## src/design/drkr_pkg.sv

```systemverilog
// drkr_pkg: shared constants, types and register indices for the dual-role key resolver
// no dependencies
`timescale 1ns / 1ps
package drkr_pkg;
    localparam int QUEUE_DEPTH = 8;
    localparam int MAX_RESULTS = 8;
    localparam int QIW = $clog2(QUEUE_DEPTH);
    localparam int QCW = $clog2(QUEUE_DEPTH + 1);
    localparam int NCW = $clog2(MAX_RESULTS + 1);
    localparam int PCT_FULL = 100;
    localparam int DLY_CAP = 255;
    localparam int DLY_NEG = 256;
    localparam int DVW = 23;
    localparam int DSW = 7;
    localparam int DCW = $clog2(DVW + 1);
    localparam int IN_TDATA_W = 80;
    localparam int OUT_TDATA_W = 32;

    localparam logic [1:0] REG_ENABLE   = 2'd0;
    localparam logic [1:0] REG_HOLD     = 2'd1;
    localparam logic [1:0] REG_TAP_HOLD = 2'd2;
    localparam logic [1:0] REG_OVERLAP  = 2'd3;

    localparam logic KIND_EVENT = 1'b0;
    localparam logic KIND_TICK  = 1'b1;

    typedef enum logic [3:0] {
        S_IDLE, S_HEAD, S_SCAN, S_DSTART, S_DWAIT, S_DCHK, S_PUSH, S_NOFL, S_FIN
    } t_state;
endpackage

```

## src/design/drkr_div.sv

```systemverilog
// drkr_div: restoring divider, one quotient bit per cycle
// depends on drkr_pkg
`timescale 1ns / 1ps
module drkr_div (
    input  logic                      i_clk,
    input  logic                      i_rst_n,
    input  logic                      i_start,
    input  logic [drkr_pkg::DVW-1:0]  i_dividend,
    input  logic [drkr_pkg::DSW-1:0]  i_divisor,
    output logic                      o_busy,
    output logic                      o_done,
    output logic [drkr_pkg::DVW-1:0]  o_quot
);
    import drkr_pkg::*;

    logic [DCW-1:0] r_cnt;
    logic           r_busy;
    logic           r_done;
    logic [DVW-1:0] r_q;
    logic [DSW:0]   r_rem;
    logic [DSW-1:0] r_div;
    logic [DSW:0]   rem_sh;
    logic           ge;

    assign rem_sh = {r_rem[DSW-1:0], r_q[DVW-1]};
    assign ge     = rem_sh >= {1'b0, r_div};

    always_ff @(posedge i_clk) begin
        if (!i_rst_n) begin
            r_busy <= 1'b0;
            r_done <= 1'b0;
            r_cnt  <= '0;
        end else begin
            r_done <= 1'b0;
            if (i_start) begin
                r_busy <= 1'b1;
                r_cnt  <= DCW'(DVW);
                r_q    <= i_dividend;
                r_rem  <= '0;
                r_div  <= i_divisor;
            end else if (r_busy) begin
                r_rem <= ge ? (rem_sh - {1'b0, r_div}) : rem_sh;
                r_q   <= {r_q[DVW-2:0], ge};
                r_cnt <= r_cnt - 1'b1;
                if (r_cnt == DCW'(1)) begin
                    r_busy <= 1'b0;
                    r_done <= 1'b1;
                end
            end
        end
    end

    assign o_busy = r_busy;
    assign o_done = r_done;
    assign o_quot = r_q;
endmodule

```

## src/design/dual_role_key_resolver.sv

```systemverilog
// dual_role_key_resolver: queue of key events with a sequencer that resolves dual-role keys
// one item runs up to 8 flushes, each a walk of the queue one slot a cycle that pauses
// for each overlap check (start, 23 divider steps, done and compare)
// not ready while an item is in work; one item at a time
// synchronous active-low reset clears the queue count, tap-hold flag and registers to defaults
// depends on drkr_pkg, drkr_div
`timescale 1ns / 1ps
module dual_role_key_resolver (
    input  logic                               i_clk,
    input  logic                               i_rst_n,
    input  logic                               i_s_tvalid,
    output logic                               o_s_tready,
    // now[15:0] switch_addr[23:16] is_press[24] key_code[40:25] is_dual[41]
    // primary_code[57:42] alternate_code[73:58] space_cadet[74]
    input  logic [drkr_pkg::IN_TDATA_W-1:0]    i_s_tdata,
    // kind[0]
    input  logic                               i_s_tuser,
    output logic                               o_m_tvalid,
    input  logic                               i_m_tready,
    // out_addr[7:0] out_press[8] out_key[24:9]
    output logic [drkr_pkg::OUT_TDATA_W-1:0]   o_m_tdata,
    output logic                               o_m_tlast,
    input  logic                               i_cfg_valid,
    output logic                               o_cfg_ready,
    input  logic [1:0]                         i_cfg_index,
    input  logic [15:0]                        i_cfg_data
);
    import drkr_pkg::*;

    logic [7:0]  r_addr [QUEUE_DEPTH];
    logic        r_press[QUEUE_DEPTH];
    logic [15:0] r_time [QUEUE_DEPTH];
    logic [15:0] r_key  [QUEUE_DEPTH];
    logic        r_dual [QUEUE_DEPTH];
    logic [15:0] r_prim [QUEUE_DEPTH];
    logic [15:0] r_alt  [QUEUE_DEPTH];
    logic        r_cadet[QUEUE_DEPTH];
    logic [QCW-1:0] r_count;
    logic           r_pend;

    logic        r_en;
    logic [15:0] r_hold_to;
    logic [15:0] r_tap_to;
    logic [6:0]  r_ovl;

    t_state r_state, n_state;
    logic           r_kind;
    logic [15:0]    r_now;
    logic [NCW-1:0] r_n;
    logic [QCW-1:0] r_i;
    logic           r_next_v;
    logic [15:0]    r_ntime;
    logic [15:0]    r_tend;
    logic [15:0]    r_d;
    logic           r_final;
    logic [7:0]     r_res_addr;
    logic           r_res_press;
    logic [15:0]    r_res_key;
    logic           r_held_v;
    logic [7:0]     r_held_addr;
    logic           r_held_press;
    logic [15:0]    r_held_key;
    logic           r_m_valid;
    logic           r_m_last;
    logic [24:0]    r_m_data;

    // decision outputs
    logic        fl_go;
    logic [15:0] fl_key;
    logic        clr_pend, set_pend, q_clear, next_set, inc_i, div_start, hold_go;

    logic [QIW-1:0] ii;
    logic           addr_mismatch;
    logic           other_released;
    logic           out_free;
    logic           m_load;
    logic [15:0]    el_head, el_one, el_end;
    logic           div_busy, div_done;
    logic [DVW-1:0] div_q;
    logic [DVW-1:0] dividend;
    logic [DVW-1:0] limit;
    logic [DVW-1:0] tmo;
    logic           delayed;

    assign ii       = r_i[QIW-1:0];
    assign out_free = !r_m_valid || i_m_tready;
    assign m_load   = r_held_v && out_free && (r_state == S_PUSH || r_state == S_FIN);
    assign el_head  = r_now - r_time[0];
    assign el_one   = r_now - r_time[1];
    assign el_end   = r_now - r_tend;

    always_comb begin
        addr_mismatch  = 1'b0;
        other_released = 1'b0;
        for (int j = 1; j < QUEUE_DEPTH; j++) begin
            if (QCW'(j) < r_count && r_addr[j] != r_addr[0])
                addr_mismatch = 1'b1;
            if (QCW'(j) < r_i && r_press[j] && r_addr[j] == r_addr[ii])
                other_released = 1'b1;
        end
    end

    // d*100 as shifts and adds
    assign dividend = (DVW'(r_d) << 6) + (DVW'(r_d) << 5) + (DVW'(r_d) << 2);

    drkr_div u_div (
        .i_clk      (i_clk),
        .i_rst_n    (i_rst_n),
        .i_start    (div_start),
        .i_dividend (dividend),
        .i_divisor  (r_ovl),
        .o_busy     (div_busy),
        .o_done     (div_done),
        .o_quot     (div_q)
    );

    assign limit   = (div_q >= DVW'(r_d)) ? (div_q - DVW'(r_d)) : DVW'(DLY_NEG);
    assign tmo     = (limit < DVW'(DLY_NEG)) ? limit : DVW'(DLY_CAP);
    assign delayed = DVW'(el_end) < tmo;

    always_ff @(posedge i_clk) begin
        if (!i_rst_n) r_state <= S_IDLE;
        else          r_state <= n_state;
    end

    always_comb begin
        n_state   = r_state;
        fl_go     = 1'b0;
        fl_key    = r_key[0];
        clr_pend  = 1'b0;
        set_pend  = 1'b0;
        q_clear   = 1'b0;
        next_set  = 1'b0;
        inc_i     = 1'b0;
        div_start = 1'b0;
        hold_go   = 1'b0;
        unique case (r_state)
            S_IDLE: begin
                if (i_s_tvalid) n_state = S_HEAD;
            end
            S_HEAD: begin
                priority if (r_n == NCW'(MAX_RESULTS)) begin
                    n_state = S_FIN;
                end else if (r_count == '0) begin
                    n_state = S_NOFL;
                end else if (!r_press[0]) begin
                    priority if (!r_pend) begin
                        fl_go = 1'b1; clr_pend = 1'b1;
                    end else if (r_count == QCW'(1)) begin
                        if (el_head <= r_tap_to) n_state = S_NOFL;
                        else begin fl_go = 1'b1; clr_pend = 1'b1; end
                    end else if (addr_mismatch) begin
                        fl_go = 1'b1; clr_pend = 1'b1;
                    end else if (r_count == QCW'(2)) begin
                        // tap then hold window over: both events vanish
                        if (el_one > r_tap_to) begin q_clear = 1'b1; clr_pend = 1'b1; end
                        n_state = S_NOFL;
                    end else begin
                        fl_go = 1'b1; clr_pend = 1'b1;
                    end
                end else if (!r_dual[0]) begin
                    fl_go = 1'b1;
                end else if (!r_en) begin
                    fl_go = 1'b1; fl_key = r_prim[0];
                end else begin
                    n_state = S_SCAN;
                end
            end
            S_SCAN: begin
                priority if (r_i >= r_count) begin
                    if (r_count >= QCW'(QUEUE_DEPTH)) begin
                        fl_go = 1'b1; fl_key = r_prim[0];
                    end else n_state = S_NOFL;
                end else if (r_press[ii]) begin
                    if (r_cadet[0]) begin
                        fl_go = 1'b1; fl_key = r_prim[0];
                    end else begin
                        next_set = !r_next_v; inc_i = 1'b1;
                    end
                end else if (r_addr[ii] == r_addr[0]) begin
                    if (!r_next_v || r_ovl == '0) begin
                        set_pend = (r_count == QCW'(2));
                        fl_go = 1'b1;
                        fl_key = r_cadet[0] ? r_alt[0] : r_prim[0];
                    end else n_state = S_DSTART;
                end else if (other_released) begin
                    fl_go = 1'b1; fl_key = r_alt[0];
                end else begin
                    inc_i = 1'b1;
                end
            end
            S_DSTART: begin
                div_start = 1'b1;
                n_state = S_DWAIT;
            end
            S_DWAIT: begin
                if (div_done) n_state = S_DCHK;
            end
            S_DCHK: begin
                if (delayed) begin
                    inc_i = 1'b1; n_state = S_SCAN;
                end else begin
                    fl_go = 1'b1; fl_key = r_prim[0];
                end
            end
            S_PUSH: begin
                if (!r_held_v || out_free) n_state = r_final ? S_FIN : S_HEAD;
            end
            S_NOFL: begin
                if (r_kind == KIND_TICK && r_count != '0 && !r_pend && r_press[0] &&
                    r_dual[0] && r_en && el_head >= r_hold_to) begin
                    hold_go = 1'b1;
                    fl_key  = r_cadet[0] ? r_prim[0] : r_alt[0];
                    n_state = S_PUSH;
                end else n_state = S_FIN;
            end
            S_FIN: begin
                if (!r_held_v || out_free) n_state = S_IDLE;
            end
            default: n_state = S_IDLE;
        endcase
        if (fl_go) n_state = S_PUSH;
    end

    always_ff @(posedge i_clk) begin
        if (!i_rst_n) begin
            r_count   <= '0;
            r_pend    <= 1'b0;
            r_en      <= 1'b1;
            r_hold_to <= 16'd250;
            r_tap_to  <= 16'd200;
            r_ovl     <= '0;
            r_held_v  <= 1'b0;
            r_m_valid <= 1'b0;
            r_final   <= 1'b0;
            r_n       <= '0;
            r_next_v  <= 1'b0;
            r_i       <= '0;
        end else begin
            if (i_cfg_valid) begin
                unique case (i_cfg_index)
                    REG_ENABLE:   r_en      <= i_cfg_data[0];
                    REG_HOLD:     r_hold_to <= i_cfg_data;
                    REG_TAP_HOLD: r_tap_to  <= i_cfg_data;
                    REG_OVERLAP:  r_ovl     <= i_cfg_data[6:0];
                    default: ;
                endcase
            end
            if (r_m_valid && i_m_tready && !m_load) r_m_valid <= 1'b0;
            if (clr_pend) r_pend <= 1'b0;
            if (set_pend) r_pend <= 1'b1;
            if (q_clear)  r_count <= '0;
            if (next_set) begin
                r_next_v <= 1'b1;
                r_ntime  <= r_time[ii];
            end
            if (inc_i) r_i <= r_i + 1'b1;
            if (r_state == S_HEAD) begin
                r_i      <= QCW'(1);
                r_next_v <= 1'b0;
            end
            if (r_state == S_SCAN && n_state == S_DSTART) begin
                r_d    <= r_time[ii] - r_ntime;
                r_tend <= r_time[ii];
            end
            if (fl_go || hold_go) begin
                r_res_addr  <= r_addr[0];
                r_res_press <= hold_go ? 1'b1 : r_press[0];
                r_res_key   <= fl_key;
            end
            if (hold_go) r_final <= 1'b1;

            unique case (r_state)
                S_IDLE: begin
                    if (i_s_tvalid) begin
                        r_kind  <= i_s_tuser;
                        r_now   <= i_s_tdata[15:0];
                        r_n     <= '0;
                        r_final <= 1'b0;
                        if (i_s_tuser == KIND_EVENT && r_count < QCW'(QUEUE_DEPTH)) begin
                            r_addr [r_count[QIW-1:0]] <= i_s_tdata[23:16];
                            r_press[r_count[QIW-1:0]] <= i_s_tdata[24];
                            r_time [r_count[QIW-1:0]] <= i_s_tdata[15:0];
                            r_key  [r_count[QIW-1:0]] <= i_s_tdata[40:25];
                            r_dual [r_count[QIW-1:0]] <= i_s_tdata[41];
                            r_prim [r_count[QIW-1:0]] <= i_s_tdata[57:42];
                            r_alt  [r_count[QIW-1:0]] <= i_s_tdata[73:58];
                            r_cadet[r_count[QIW-1:0]] <= i_s_tdata[74];
                            r_count <= r_count + 1'b1;
                        end
                    end
                end
                S_PUSH: begin
                    if (!r_held_v || out_free) begin
                        if (r_held_v) begin
                            r_m_valid <= 1'b1;
                            r_m_last  <= 1'b0;
                            r_m_data  <= {r_held_key, r_held_press, r_held_addr};
                        end
                        r_held_v     <= 1'b1;
                        r_held_addr  <= r_res_addr;
                        r_held_press <= r_res_press;
                        r_held_key   <= r_res_key;
                        r_n          <= r_n + 1'b1;
                        // drop the head slot
                        for (int k = 0; k < QUEUE_DEPTH - 1; k++) begin
                            r_addr[k]  <= r_addr[k+1];
                            r_press[k] <= r_press[k+1];
                            r_time[k]  <= r_time[k+1];
                            r_key[k]   <= r_key[k+1];
                            r_dual[k]  <= r_dual[k+1];
                            r_prim[k]  <= r_prim[k+1];
                            r_alt[k]   <= r_alt[k+1];
                            r_cadet[k] <= r_cadet[k+1];
                        end
                        r_count <= r_count - 1'b1;
                    end
                end
                S_FIN: begin
                    if (r_held_v && out_free) begin
                        r_m_valid <= 1'b1;
                        r_m_last  <= 1'b1;
                        r_m_data  <= {r_held_key, r_held_press, r_held_addr};
                        r_held_v  <= 1'b0;
                    end
                end
                default: ;
            endcase
        end
    end

    assign o_s_tready  = (r_state == S_IDLE);
    assign o_cfg_ready = 1'b1;
    assign o_m_tvalid  = r_m_valid;
    assign o_m_tlast   = r_m_last;
    assign o_m_tdata   = {7'd0, r_m_data};

`ifndef NO_ASSERTIONS
    a_idle_nothing_held: assert property (@(posedge i_clk) disable iff (!i_rst_n)
        (r_state == S_IDLE) |-> !r_held_v) else $error("result held while idle");
    a_count_bound: assert property (@(posedge i_clk) disable iff (!i_rst_n)
        r_count <= QCW'(QUEUE_DEPTH)) else $error("queue count overflow");
    a_div_only_waiting: assert property (@(posedge i_clk) disable iff (!i_rst_n)
        div_busy |-> (r_state == S_DWAIT)) else $error("divider busy outside wait");
    a_results_bound: assert property (@(posedge i_clk) disable iff (!i_rst_n)
        r_n <= NCW'(MAX_RESULTS + 1)) else $error("too many results");
`endif
endmodule
```

## config.mk

```make
export PLATFORM = sky130hd
export DESIGN_NAME = dual_role_key_resolver
export DESIGN_NICKNAME = d
export VERILOG_FILES = /design/src/design/drkr_pkg.sv /design/src/design/drkr_div.sv /design/src/design/dual_role_key_resolver.sv
export SDC_FILE = /design/constraint.sdc
export NUM_CORES = 1
export LEC_CHECK = 0
export BUFFER_PORTS_ARGS = -buffer_cell sky130_fd_sc_hd__buf_2
export CORE_MARGIN = 2
export CORE_UTILIZATION = 55
export DETAILED_ROUTE_END_ITERATION = 8
export MAX_ROUTING_LAYER = met4
export PLACE_DENSITY_LB_ADDON = 0.15
export SYNTH_ARGS = -nofsm -noshare
export SYNTH_HDL_FRONTEND = slang
export SYNTH_SLANG_ARGS = --single-unit
```

## constraint.sdc

```tcl
create_clock -name i_clk -period 12.1 [get_ports i_clk]
set_input_delay 2.42 -clock i_clk [delete_from_list [all_inputs] [get_ports i_clk]]
set_output_delay 2.42 -clock i_clk [all_outputs]
set_load 0.01 [all_outputs]
```

Word-level counts from Yosys, hierarchy flattened
Memories as Yosys holds them, arrays and structs flattened. Index checks and enable logic that the tools add are counted.

Memories kept: 8. Output and inout port bits: 36. Latch bits: 0. Bits in read-only memories: 0. Register bits after elaboration: 246. Word-level logic and storage cells: 381. Bits of input ports: 104. Bits in writable memories: 600.

Bitwise logic cells: 3. Order comparisons: 24. Shift-type cells: 0. Reductions and logical operators: 78. Divide/modulo/power cells: 0. Multiply operators: 0. Add/sub/neg operators: 13. Equality and inequality tests: 35. Mux-type cells: 186.

Memory list: r_alt (depth 8, width 16, rd ports 8, clocked after memory_dff 0, wr ports 7, line dual_role_key_resolver.sv:36) `logic [15:0] r_alt [QUEUE_DEPTH];`; r_key (depth 8, width 16, rd ports 8, clocked after memory_dff 0, wr ports 7, line dual_role_key_resolver.sv:33) `logic [15:0] r_key [QUEUE_DEPTH];`; r_prim (depth 8, width 16, rd ports 8, clocked after memory_dff 0, wr ports 7, line dual_role_key_resolver.sv:35) `logic [15:0] r_prim [QUEUE_DEPTH];`; r_time (depth 8, width 16, rd ports 9, clocked after memory_dff 0, wr ports 7, line dual_role_key_resolver.sv:32) `logic [15:0] r_time [QUEUE_DEPTH];`; r_addr (depth 8, width 8, rd ports 9, clocked after memory_dff 0, wr ports 7, line dual_role_key_resolver.sv:30) `logic [7:0] r_addr [QUEUE_DEPTH];`; r_cadet (depth 8, width 1, rd ports 8, clocked after memory_dff 0, wr ports 7, line dual_role_key_resolver.sv:37) `logic r_cadet[QUEUE_DEPTH];`; +2 memories.

Operators with widths (count): 16-bit 2-to-1 mux (20); 4-bit 2-to-1 mux (29); 1-bit 2-to-1 mux (107); 23-bit 2-to-1 mux (4); 25-bit 2-to-1 mux (3); 8-bit equality test (8); 16-bit one-hot mux with 4 select lines (1); 16-bit OR reduction (4); 16-bit subtractor (4); 8-bit inequality test (7); 25-bit one-hot mux with 2 select lines (1); 4-bit one-hot mux with 9 select lines (1); 1-bit logical AND (33); 3-bit by 4-bit less-than comparator with 1-bit output (first input constant) (8); 3-bit 2-to-1 mux (8); 22-bit by 21-bit adder with 23-bit output (1); 23-bit by 18-bit adder with 23-bit output (1); 23-bit by 16-bit greater-or-equal comparator with 1-bit output (1); 16-bit by 23-bit less-than comparator with 1-bit output (1); 23-bit by 9-bit less-than comparator with 1-bit output (second input constant) (1); 23-bit by 16-bit subtractor with 23-bit output (1); 2-bit AND reduction (9); 4-bit by 2-bit equality test with 1-bit output (second input constant) (4); 4-bit by 3-bit equality test with 1-bit output (second input constant) (4); 40 further kinds (78).

Depth between registers and ports, before layout
Gate-level depths: netlist of run 1. An unclocked memory read counts as a cell.

Depth after elaboration: 21. Gate-level depth with buffers: 28. Mapped depth without buffers: 27.

Hierarchy
From an unflattened synthesis of run 1, not the netlist that was laid out.

Cells, all modules: 3410. Area total of the unflattened synthesis: 42901.1 sq um.

Modules (own cells, without submodules): dual_role_key_resolver (cells an instance 3240, seq. area each 23472.5 sq um, area an instance 40684.0 sq um, times used 1); drkr_div (cells an instance 170, seq. area each 1251.2 sq um, area an instance 2217.1 sq um, times used 1).

Least setup slack after synthesis of run 1
No wires, ideal clock.

Path kind: input to register. Start point: input port i_m_tready. End point: memory r_addr[7][0] (enable). Library setup time: 0.693 ns. Data arrival time: 10.207 ns. Data required time: 11.407 ns. Slack: 1.200 ns. Stages: 4. Path buffers: 1. Cells stage by stage: nor2b_1 -> a21oi_1 -> clkbuf_1 -> nor4_1.

RTL lines: from (decl) (line dual_role_key_resolver.sv:19) `input logic i_m_tready,`; to (decl) (line dual_role_key_resolver.sv:30).

Final worst setup path of run 1
Start point: register r_now[0]. End point: register r_tend[3] (read register of r_time) (enable).

Cells in the longest elaborated chain, start to end: 13. Elaborated cells between the ends (all ways): 27. Those cells by class: 2 x add/sub; 3 x order compare; 1 x eq/ne; 18 x mux; 3 x reduce/logical.

Ends and longest elaborated chain: from (decl) (line dual_role_key_resolver.sv:48) `logic [15:0] r_now;`; from (signal assigned) (line dual_role_key_resolver.sv:277) `r_now <= i_s_tdata[15:0];`; 16-bit subtractor (line dual_role_key_resolver.sv:88) `assign el_head = r_now - r_time[0];`; 16-bit less-or-equal comparator (line dual_role_key_resolver.sv:150) `if (el_head <= r_tap_to) n_state = S_NOFL;`; 4-bit 2-to-1 mux or 1-bit 2-to-1 mux (tied branches) (line dual_role_key_resolver.sv:150); 4-bit 2-to-1 mux or 1-bit 2-to-1 mux (tied branches) (line dual_role_key_resolver.sv:149) `end else if (r_count == QCW'(1)) begin`; 4-bit 2-to-1 mux or 1-bit 2-to-1 mux (tied branches) (line dual_role_key_resolver.sv:147) `priority if (!r_pend) begin`; 4-bit 2-to-1 mux or 1-bit 2-to-1 mux (tied branches) (line dual_role_key_resolver.sv:146) `end else if (!r_press[0]) begin`; 4-bit 2-to-1 mux or 1-bit 2-to-1 mux (tied branches) (line dual_role_key_resolver.sv:144) `end else if (r_count == '0) begin`; 4-bit 2-to-1 mux or 1-bit 2-to-1 mux (tied branches) (line dual_role_key_resolver.sv:142) `priority if (r_n == NCW'(MAX_RESULTS)) begin`; 4-bit one-hot mux with 9 select lines or 1-bit one-hot mux with 3 select lines (tied branches) (line dual_role_key_resolver.sv:137) `unique case (r_state)`; 4-bit 2-to-1 mux * (line dual_role_key_resolver.sv:222) `if (fl_go) n_state = S_PUSH;`; 4-bit by 2-bit equality test with 1-bit output * (line dual_role_key_resolver.sv:262) `if (r_state == S_SCAN && n_state == S_DSTART) begin`; 1-bit logical AND * (line dual_role_key_resolver.sv:262); 2-bit AND reduction (no source line) *; to (decl) (line dual_role_key_resolver.sv:53) `logic [15:0] r_tend;`.

Mark *: on every way between the ends. The rest lies on a longest branch, timed or not. A chain may end at the register's enable or synchronous reset.

==> results_dict.tcl, run 1 <==
set metrics [dict create \
    status "completed" \
    path_clk_slew_ns 0.06 \
    cellPowerDensity_nw_per_um2 168 \
    cts_tree "done" \
    fmax_ghz 0.139 \
    area_growth_pct 10.4 \
    peakVddDrop_uv 118 \
    dr.pass1.iters 6 \
    wl_per_cell_um 22.6 \
    num_vias 28100 \
    synth_edf_count 778 \
    ant_nets 0 \
    clk_path_buf_depth 3 \
    timing.slew.headroom_pct 9.51 \
    crit_path_start_kind "flip-flop" \
    antenna_found_initial 2 \
    post-cts-setup-buffer-count 0 \
    synth_cells 3469 \
    synth_area_per_cell_um2 12.4 \
    drive_gt1_share_pct 10.9 \
    cp_slowest_cell "a211oi_1" \
    nets 3806 \
    final.setup_skew_ns 0.0588 \
    cts_max_level 3 \
    worstPathMaxFanout 32 \
    viasPerCell 6.09 \
    fin_ws_ns 4.90 \
    maxSlewViolCount 0 \
    coreArea_um2 77500 \
    insertion_delay_ns 0.67 \
    ios 140 \
    worst-setup-path-type "reg2reg" \
    postCtsHoldBufs 0 \
    post-route-period-util_pct 59.5 \
    worstMarginPinSlew_ns 1.35 \
    io_buffers 126 \
    grt_max_degree 197 \
    cellLeakagePower_nw 19.2 \
    setup_viol 0 \
    rows 102 \
    min_path_type "reg2reg" \
    rsz0062_at_grt "no" \
    setup-tns-final_ns 0 \
    syn_area_um2 43000 \
    fp.dieH_um 284 \
    place_hpwl_mm 70.0 \
    period_minus_slack_ns 7.20 \
    grt_overflow 0 \
    cp.arrival_ns 7.48 \
    drtIter0Drc 2729 \
    r2r_setup_slack_ns 4.90 \
    critPathRequiredTime_ns 12.38 \
    worstSetupEndpointType "flip-flop" \
    routabilityCongestion 0.895 \
    fillCellCount 6031 \
    max_cap_violations 0 \
    clkSinkCount 846 \
    numCtsBuffers 88 \
    cts.repair.resized 0 \
    pre_cts_slack_ns 4.96 \
    cts_root_buffer "clkbuf_16" \
    cpMostUsedCell "a21oi_1" \
    ys_types 91 \
    max_stage_delay_ns 0.78 \
    grt_pass1_wl_mm 163 \
    cp_top_family "compound AO/OA/AOI/OAI gates" \
    yosys_register_bits 846 \
    initial_utilization_pct 55.5 \
    grt_pass1_vias 28443 \
    die_width_um 284 \
    routed_wl_mm 104 \
    grt_util_all_layers_pct 26.6 \
    dieArea_um2 80500 \
    synth_ff_type "edfxtp_1" \
    synthArstFlopShare_pct 0 \
    worst-path-buf-inv 4 \
    ys_warn_count 0 \
    post-route-drc-count 0 \
    ys_seq_area_share_pct 57.5 \
    final_hold_viol_count 0 \
]
[cell type report]
type                            count  area, µm²  share of cell area (%)
Inverter                          179        672                    1.41
Antenna cell                        1       2.50                 0.00527
Tap cell                         1040       1300                    2.74
Clock inverter                     57        668                    1.41
Clock buffer                      107       2300                    4.85
Sequential cell                   846      24700                    52.1
Timing Repair Buffer              164        953                    2.01
Multi-Input combinational cell   2223      16900                    35.5
[worst paths after layout]
kind	start	endpoint	cells after the start
setup / recovery	r_now[0]$_DFFE_PP_	r_tend[3]$_DFFE_PP_	26
hold / removal	r_res_press$_SDFFCE_PP1P_	r_held_press$_DFFE_PP_	0
setup reg to reg	r_now[0]$_DFFE_PP_	r_tend[3]$_DFFE_PP_	26
hold reg to reg	r_res_press$_SDFFCE_PP1P_	r_held_press$_DFFE_PP_	0
[kinds of logic after synthesis]
kind of cell               count (synthesis)  share of synthesized area [%]
other                                      2                         0.0175
muxes                                    110                           3.79
buffers and inverters                    414                           3.76
AOI/OAI and AO/OA                       1070                           17.8
DFF                                      846                           57.5
and+or+nand+nor                          670                           7.81
xor gates and xnor gates                 157                           3.23
adders and majority gates                200                           6.15
[layout by cell type, fill, tap and decap left out, types with 88 or more instances in the layout]
master     instances
edfxtp_1         778
a21o_1           563
nand2_1          181
ha_1             181
inv_1            174
a21oi_1          168
nor2_1           131
buf_2            126
nor2b_1           99
xnor2_1           99
clkbuf_16         88
[flip-flops by register name, summed over array words and instances (netlist names), 16 cells and up]
| signal | flops |
|---|---|
| r_d | 16 |
| r_tap_to | 16 |
| r_tend | 16 |
| r_held_key | 16 |
| r_m_data | 25 |
| r_res_key | 16 |
| r_ntime | 16 |
| r_now | 16 |
| r_alt | 128 |
| r_key | 128 |
| r_prim | 128 |
| r_time | 128 |
| r_hold_to | 16 |
| r_addr | 64 |
| u_div.o_quot | 23 |
[per-layer routing]
metal	up-vias	global-route usage, %	share of wire [%]
met3	225	2.73	4.8
li1	13015	-	-
met4	0	10.7	3.8
met5	-	-	0
met2	863	42.8	48
met1	13997	34.8	43
[stage by stage]
step,std cells,util [%],instance area [µm²],hold slack [ns],power (W)
2_1_floorplan,3483,-,43100,0.400,0.00478
3_3_place_gp,4452,57.5,44500,0.405,0.00518
3_5_place_dp,4452,57.5,44500,0.405,0.00524
4_1_cts,4616,61.3,47500,0.420,0.00800
5_1_grt,4617,61.3,47500,0.426,0.00830
6_report,4617,61.3,47500,0.421,0.00796
[cells in the mapped netlist, types with 57 or more instances]
library cell	n	area, µm²
edfxtp_1	778	23400
a21o_1	563	4230
clkbuf_1	197	739
ha_1	181	2260
nand2_1	181	679
inv_1	175	657
a21oi_1	172	861
nor2_1	137	514
nor2b_1	99	619
xnor2_1	99	867
o21ai_0	77	385
dfxtp_1	68	1360
xor2_1	57	499
[power by group]
part | total [W] | switching, W | internal [W]
Sequential | 0.00350 | 0.000100 | 0.00340
Combinational | 0.00169 | 0.00102 | 0.000673
Clock | 0.00277 | 0.00119 | 0.00157
Total | 0.00796 | 0.00231 | 0.00565
Note: power is estimated with default switching activity, not from simulation.
==> run 2: changes to the inputs <==
==> constraint.sdc (replaced) <==
create_clock -name i_clk -period 6.55 [get_ports i_clk]
set_input_delay 1.31 -clock i_clk [delete_from_list [all_inputs] [get_ports i_clk]]
set_output_delay 1.31 -clock i_clk [all_outputs]
set_load 0.01 [all_outputs]
==> run 2 against run 1 <==
Net effect:
- count of clock-buffer cells in the layout is 5 higher
- hold slack got worse by 0.013 ns
- global-route usage grew 0.88 points
- largest cell class unchanged
==> results_dict.tcl, run 2 (synthesized netlist as in run 1, its figures left out) <==
set metrics [dict create \
    grt_overflow 0 \
    min_path_type "reg2reg" \
    antenna_found_initial 1 \
    cellPowerDensity_nw_per_um2 312 \
    top_layer "met4" \
    whs_ns 0.408 \
    fmax_ghz 0.162 \
    setup_viol 0 \
    post-route-drc-count 0 \
    drive_gt1_share_pct 12.5 \
    critPathRequiredTime_ns 6.89 \
    crit_path_start_kind "flip-flop" \
    clkSinkCount 846 \
    ff2ff_path_depth 27 \
    nets 3841 \
    cellLeakagePower_nw 19.5 \
    cts_max_level 3 \
    routabilityCongestion 0.920 \
    dr_wl_met2_mm 51.8 \
    clk_path_buf_depth 3 \
    numCtsBuffers 91 \
    worst-setup-path-type "reg2reg" \
    io_buffers 126 \
    fp.dieH_um 284 \
    layout_commonest_cell "edfxtp_1" \
    final_core_util_pct 62.0 \
    period_minus_slack_ns 6.17 \
    final.setup_skew_ns 0.0260 \
    post-route-period-util_pct 94.3 \
    cts_root_buffer "clkbuf_16" \
    routed-wl-met3_mm 6.47 \
    worstMarginPinSlew_ns 1.19 \
    rows 102 \
    wl_per_cell_um 23.2 \
    grt_util_all_layers_pct 27.4 \
    cts_tree "done" \
    dr.pass1.iters 6 \
    mostFrequentLayoutCells "edfxtp_1, a21o_1, nand2_1" \
    worstSetupEndpointType "flip-flop" \
    cp.arrival_ns 6.52 \
    max_cap_violations 0 \
    area_growth_pct 11.6 \
    path_clk_slew_ns 0.06 \
    cpMostUsedCell "a21oi_1" \
    maxSlewViolCount 0 \
    max_stage_delay_ns 0.44 \
    grt_pass1_wl_mm 167 \
    drtIter0Drc 2410 \
    path_depth 27 \
    place_hpwl_mm 71.8 \
    final_hold_viol_count 0 \
    coreArea_um2 77500 \
    initial_utilization_pct 55.5 \
    worst-path-buf-inv 5 \
    num_vias 28609 \
    dp_cells 4470 \
    setup-tns-final_ns 0 \
    dieArea_um2 80500 \
    cp_top_family "compound AO/OA/AOI/OAI gates" \
    peakVddDrop_uv 213 \
    routed_wl_mm 108 \
    die_width_um 284 \
    grt_max_degree 207 \
    ios 140 \
    min_path_cells 0 \
    m1WireLength_mm 47.4 \
    ant_nets 0 \
    status "completed" \
    insertion_delay_ns 0.65 \
    pre_cts_slack_ns 0.187 \
    fin_cells 4651 \
    worstPathMaxFanout 16 \
    cp_slowest_cell "a2111oi_0" \
    grt_pass1_vias 28987 \
    fin_ws_ns 0.375 \
    viasPerCell 6.15 \
    timing.slew.headroom_pct 20.2 \
]
-- run 2: worst register-to-register path, stage by stage, from the launching register on --
cell and delay (ns):
edfxtp_1 0.35, inv_1 0.14, ha_1 0.20, inv_1 0.06, fa_1 0.41, a21o_1 0.18, a21oi_1 0.26, o21bai_1 0.10
a21oi_1 0.23, o21bai_1 0.09, a21oi_1 0.29, o21ai_0 0.19, o41a_1 0.38, xor2_1 0.17, ha_1 0.23, a2111oi_0 0.44
o21ai_1 0.13, o211ai_1 0.11, o21ai_1 0.14, nor3b_2 0.17, buf_4 0.15, or2_1 0.12, nor2_1 0.04, a21o_1 0.21
a311o_1 0.39, nor4bb_4 0.28, buf_4 0.20, clkbuf_16 0.20
-- run 2: what timing repair did --
| item | 4_1_cts | 5_1_grt |
|---|---|---|
| endpoints found under the setup margin | 0 | 77 |
| gates resized for setup | 0 | 20 |
| setup buffers | 0 | 13 |
| hold buffers | 0 | 0 |
| hold endpoints to repair | 0 | 0 |
-- run 2: metrics by stage --
stage / total power, W / instance area (µm²)
2_1_floorplan: 0.00884 / 43100
5_1_grt: 0.0156 / 48000
4_1_cts: 0.0150 / 47800
3_5_place_dp: 0.00974 / 44700
3_3_place_gp: 0.00965 / 44700
6_report: 0.0150 / 48000
-- run 2: cell type report --
cell class	count	area, µm²
fillers	6050	29500
flip-flops and latches	846	24700
multi-input cells	2223	17000
clock buffers	112	2390
well taps	1040	1300
repair buffers	196	1290
inverters	179	672
clock inverters	54	659
diodes	1	2.50
-- run 2: per-layer routing --
metal | vias to the layer above | GRT usage (%)
met2 | 934 | 44.0
li1 | 13097 | -
met5 | - | -
met3 | 160 | 3.74
met4 | 0 | 7.43
met1 | 14418 | 37.0
-- run 2: where the power goes --
group	switching [W]	internal (W)	leakage, nW
sequential	0.000207	0.00629	7.57
combinational	0.00191	0.00131	10.4
clock	0.00220	0.00306	1.47
-- run 2: path summary, 6_finish.rpt --
| check | from | to | slack [ns] |
|---|---|---|---|
| max | r_now[0]$_DFFE_PP_ | r_tend[11]$_DFFE_PP_ | 0.38 |
| min | r_res_key[1]$_DFFE_PP_ | r_held_key[1]$_DFFE_PP_ | 0.41 |
| max reg2reg | r_now[0]$_DFFE_PP_ | r_tend[11]$_DFFE_PP_ | 0.38 |
| min reg2reg | r_res_key[1]$_DFFE_PP_ | r_held_key[1]$_DFFE_PP_ | 0.41 |
